===== config.mk =====
export PLATFORM = sky130hd
export DESIGN_NAME = qfr_sqrt
export DESIGN_NICKNAME = d
export VERILOG_FILES = /design/src/hdl/qfr_pkg.sv /design/src/hdl/qfr_sqrt.sv
export SDC_FILE = /design/constraint.sdc
export NUM_CORES = 2
export LEC_CHECK = 0
export BUFFER_PORTS_ARGS = -buffer_cell sky130_fd_sc_hd__buf_4
export CAP_MARGIN = 25
export CORE_ASPECT_RATIO = 1.4
export CORE_MARGIN = 2
export CORE_UTILIZATION = 25
export CTS_CLUSTER_DIAMETER = 60
export DETAILED_ROUTE_END_ITERATION = 10
export PLACE_DENSITY = 0.38
export SKIP_CTS_REPAIR_TIMING = 1
export SKIP_LAST_GASP = 1
export SYNTH_ARGS = -nofsm -noshare
export SYNTH_HDL_FRONTEND = slang
export SYNTH_SLANG_ARGS = --single-unit
export TNS_END_PERCENT = 20

===== constraint.sdc =====
create_clock -name clk -period 4.4 [get_ports clk]
set_input_delay 1.32 -clock clk [delete_from_list [all_inputs] [get_ports clk]]
set_output_delay 1.32 -clock clk [all_outputs]
set_load 0.05 [all_outputs]

===== src/hdl/qfr_pkg.sv =====
// Shared constants, types and codes for the rotation-matrix-to-quaternion core.
// No dependencies; used by every module in hdl/.
`timescale 1ns / 1ps

package qfr_pkg;

    localparam int DATA_WIDTH  = 32;
    localparam int FRAC_BITS   = DATA_WIDTH - 2;
    localparam int SCALE_SH    = FRAC_BITS - 2;
    localparam int MAT_N       = 9;
    localparam int ARG_W       = DATA_WIDTH + 2;
    localparam int A_W         = DATA_WIDTH + 1;
    localparam int NUM_W       = DATA_WIDTH + 1;
    localparam int RAD_W       = 2 * DATA_WIDTH;
    localparam int ROOT_W      = DATA_WIDTH;
    localparam int REM_W       = DATA_WIDTH + 4;
    localparam int SQ_STAGES   = DATA_WIDTH;
    localparam int DIVD_W      = 2 * DATA_WIDTH - 1;
    localparam int PREM_W      = DATA_WIDTH + 1;
    localparam int IN_TDATA_W  = ((MAT_N * DATA_WIDTH + 7) / 8) * 8;
    localparam int OUT_TDATA_W = ((4 * DATA_WIDTH + 7) / 8) * 8;
    localparam int OUT_TUSER_W = 3;

    typedef enum logic [1:0] {
        PIV_X = 2'd0,
        PIV_Y = 2'd1,
        PIV_Z = 2'd2,
        PIV_W = 2'd3
    } pivot_t;

    typedef struct packed {
        pivot_t pivot;
        logic   degen;
    } side_t;

    typedef logic signed [DATA_WIDTH-1:0] elem_t;

endpackage


===== src/hdl/qfr_sqrt.sv =====
// Pipelined restoring square root, one root bit per stage, numerators carried alongside.
// Depends on qfr_pkg.
`timescale 1ns / 1ps

module qfr_sqrt
    import qfr_pkg::*;
(
    input  logic                      clk,
    input  logic                      rst_n,
    input  logic                      ce,
    input  logic                      in_valid,
    input  side_t                     in_side,
    input  logic [A_W-1:0]            in_a,
    input  logic [2:0][NUM_W-1:0]     in_num,
    output logic                      out_valid,
    output side_t                     out_side,
    output logic [ROOT_W-1:0]         out_root,
    output logic [2:0][NUM_W-1:0]     out_num
);

    logic [RAD_W-1:0]          rad_reg  [SQ_STAGES];
    logic [REM_W-1:0]          rem_reg  [SQ_STAGES];
    logic [ROOT_W-1:0]         root_reg [SQ_STAGES];
    logic [2:0][NUM_W-1:0]     num_reg  [SQ_STAGES];
    side_t                     side_reg [SQ_STAGES];
    logic [SQ_STAGES-1:0]      vld_reg;

    logic [RAD_W-1:0]          rad_next  [SQ_STAGES];
    logic [REM_W-1:0]          rem_next  [SQ_STAGES];
    logic [ROOT_W-1:0]         root_next [SQ_STAGES];
    logic [2:0][NUM_W-1:0]     num_next  [SQ_STAGES];
    side_t                     side_next [SQ_STAGES];
    logic [SQ_STAGES-1:0]      vld_next;

    always_comb
    begin
        logic [RAD_W-1:0]  rad_i;
        logic [REM_W-1:0]  rem_i;
        logic [ROOT_W-1:0] root_i;
        logic [REM_W-1:0]  rem_sh;
        logic [REM_W-1:0]  trial;
        logic              ge;
        for (int k = 0; k < SQ_STAGES; k++)
        begin
            if (k == 0)
            begin
                rad_i        = RAD_W'(in_a) << SCALE_SH;
                rem_i        = '0;
                root_i       = '0;
                num_next[k]  = in_num;
                side_next[k] = in_side;
                vld_next[k]  = in_valid;
            end
            else
            begin
                rad_i        = rad_reg[k-1];
                rem_i        = rem_reg[k-1];
                root_i       = root_reg[k-1];
                num_next[k]  = num_reg[k-1];
                side_next[k] = side_reg[k-1];
                vld_next[k]  = vld_reg[k-1];
            end
            rem_sh       = {rem_i[REM_W-3:0], rad_i[RAD_W-1:RAD_W-2]};
            trial        = (REM_W'(root_i) << 2) | REM_W'(1);
            ge           = (rem_sh >= trial);
            rem_next[k]  = ge ? (rem_sh - trial) : rem_sh;
            root_next[k] = {root_i[ROOT_W-2:0], ge};
            rad_next[k]  = rad_i << 2;
        end
    end

    always_ff @(posedge clk or negedge rst_n)
    begin
        if (!rst_n)
        begin
            vld_reg <= '0;
        end
        else if (ce)
        begin
            vld_reg <= vld_next;
        end
    end

    always_ff @(posedge clk)
    begin
        if (ce)
        begin
            rad_reg  <= rad_next;
            rem_reg  <= rem_next;
            root_reg <= root_next;
            num_reg  <= num_next;
            side_reg <= side_next;
        end
    end

    assign out_valid = vld_reg[SQ_STAGES-1];
    assign out_side  = side_reg[SQ_STAGES-1];
    assign out_root  = root_reg[SQ_STAGES-1];
    assign out_num   = num_reg[SQ_STAGES-1];

endmodule


==> impl_metrics.yaml <==
final_layout:
  seqCellArea_um2: 151000
  drive_gt1_share_pct: 12.9
  syn2layout_area_growth_pct: 19.1
  multiInputGateArea_um2: 33800
  largest_reg_flops: 3069
  layout.nets: 12400
  n_fill_cell: 73900
  post-route-util_pct: 29.8
  final_cells: 22300
global_routing:
  grt_pass1_wl_mm: 530
  grt_max_degree: 158
  first_global_vias: 92500
  grt_usage_pct: 8.86
  grt_overflow_total: 0
  antenna_found_initial: 19
yosys:
  netlist.area_leader.share_pct: 80.1
  synth_area_per_cell_um2: 17.5
  synth.area.top_cells: "edfxtp_1 (80%), ha_1 (3.3%), xnor2_1 (1.9%)"
  synth_top_area_cell: "edfxtp_1"
  netlist_instances: 10800
  synth_ff_type: "edfxtp_1"
  syn_area_um2: 188000
  async_flop_share_pct: 0.634
  yosys_warnings: 0
  ys_seq_elements: 5048
  synth_edf_count: 5016
  netlist-cell-type-count: 92
  ys_seq_area_share_pct: 80.5
sta:
  fin_setup_tns_ps: 0
  maxSlewHeadroom_pct: 38.2
  finalClockSkew_ps: 112
  post-route-period-util_pct: 97.4
  slew_violations: 0
  finalHoldViolCount: 0
  setup-violations-final: 0
  fin_hold_ws_ps: 259
  period_minus_slack_ps: 4280
  rsz0062_at_grt: "true"
  max_freq_mhz: 233
  worstMarginPinSlew_ps: 921
place:
  post-place-cells: 21200
  dp_hpwl_mm: 225
  gp_congestion: 0.814
  io_buffers: 272
cts:
  cts_root_buf: "clkbuf_16"
  cts_sinks: 5048
  tritoncts: "yes"
  htree_levels: 6
  cts.clk_slew.worst_paths_ps: 60
  cts_buffers: 587
  clock_latency_ps: 1030
  clk_path_buf_depth: 5
setup_path:
  path_class: "reg -> reg"
  r2r_cells: 10
  cp.required_ps: 5100
  r2r_end: "rem_reg[818]"
  worstPathArrival_ps: 4990
  cp_max_fo: 6
  reg2reg_from: "rem_reg[837]"
  reg2reg_setup_slack_ps: 120
  crit_path_end_kind: "flip-flop"
  start_kind: "flip-flop"
power_and_ir_drop:
  p_clk_share_pct: 39.6
  switching_share_pct: 23.7
  power_leakage_nw: 79.2
  p_comb_share_pct: 9.8
  p_int_mw: 90.6
  p_switching_mw: 28.2
  p_per_area_nw_per_um2: 530
  ir_drop_mv: 0.271
  p_seq_share_pct: 50.6
route:
  post_drt_via_cell_ratio: 3.89
  wl_per_cell_um: 15.3
  drtPass1Iterations: 10
  num_vias: 86800
  drt_wl_total_mm: 342
  ant_nets: 0
  post-route-drc-count: 50
  dr.first_iter.drc_count: 4448
floorplan:
  die_w_um: 737
  die_h_mm: 1.03
  die_area_um2: 759000
  core_area_um2: 751000
  ios: 274
  initial_core_util_pct: 25.0
  num_rows: 377
worst_hold_path:
  hp-class: "in -> async"
status:
  violations: "DRC"
  outcome: "finished with violations"
job:
  drv_cap: 0
==> power by group through the flow <==
stage,clock network [mW],registers [mW],logic (mW)
2_1_floorplan,0,60.3,7.65
3_3_place_gp,0,61.2,11.7
3_5_place_dp,0,61.2,11.8
4_1_cts,49.5,60.2,11.9
5_1_grt,51.1,60.5,13.1
6_report,47.1,60.1,11.7
==> placed cells by master, fill, tap and decap left out, drive strengths merged, types with 117 or more instances in the layout <==
cell and instances:
nor2 522, a21oi 494, inv 689, edfxtp 5016, clkinv 223, clkbuf 707
o21ai 370, nor3 197, buf 574, ha 500, xnor2 399, a21o 207
nand3 117, xor2 372, nand2 528
==> worst max-delay path: stages (launching register included) <==
cell      delay (ps)
edfxtp_1         420
or3_1            430
or4_1            440
or2_2            320
or4_1            590
o41ai_2          540
or4_1            290
or4_1            250
nand3_1          230
nor4_1           340
xor2_1           120
==> Yosys cell counts, types with 20 or more instances <==
master    instances
a31oi_1          51
nand3_1         117
a21o_1          207
nor4_1          107
xnor2_1         399
or4_1            53
a21oi_1         494
o21a_1           71
ha_1            500
inv_1           653
o31ai_1          38
nand3b_1         26
dfrtp_1          32
and3_1           38
nand2_1         528
or2_2            52
a211oi_1         38
clkbuf_1        113
edfxtp_1       5016
nor2b_1          58
nor3b_1          20
o211ai_1         23
nor3_1          197
nand4_1          66
o21ai_0         368
xor2_1          372
nand2b_1         89
nor2_1          522
o21bai_1         51
and2_1           26
mux2_2          105
or3_1            81
==> routing by layer <==
metal	GRT usage [%]	part of all wire, %	vias up
met5	0	0	-
met4	4.77	5.2	0
met3	1.81	3.8	850
met2	17.0	55	1299
met1	8.82	36	41700
li1	-	-	42900
==> layout make-up <==
cell class                      count  area share (%)
Tap cell                        10000            5.61
Timing Repair Buffer              574            2.30
Sequential cell                  5048            67.6
Antenna cell                       11          0.0123
Inverter                          656            1.10
Multi-Input combinational cell   4923            15.1
Clock inverter                    324            1.41
Clock buffer                      707            6.88
==> metrics by stage <==
| stage | area (um^2) | worst slack, ps | power, mW |
|---|---|---|---|
| 3_3_place_gp | 205000 | -50.5 | 72.9 |
| 3_5_place_dp | 205000 | -88.8 | 73.0 |
| 5_1_grt | 224000 | -10.2 | 125 |
| 4_1_cts | 224000 | -147 | 122 |
| 6_report | 224000 | 116 | 119 |
| 2_1_floorplan | 188000 | 572 | 68.0 |
==> worst max path at each step <==
stage                             from           end  slack (ps)
after floorplan           rem_reg[360]  rem_reg[326]         570
after global placement    rem_reg[837]  rem_reg[818]         -50
after detailed placement  rem_reg[837]  rem_reg[818]         -90
after CTS                 rem_reg[837]  rem_reg[818]        -150
after global routing      rem_reg[836]  rem_reg[818]         -10
final                     rem_reg[837]  rem_reg[818]         120
==> kinds of logic after synthesis <==
group / share of synthesized area, %
flops: 80.5
simple gates: 5.24
compound gates: 4.96
buf+inv: 1.58
xor+xnor: 3.59
fa+ha+maj: 3.46
mux: 0.666
other cells: 0.00199
No activity file was read; power rests on OpenSTA's default activity.
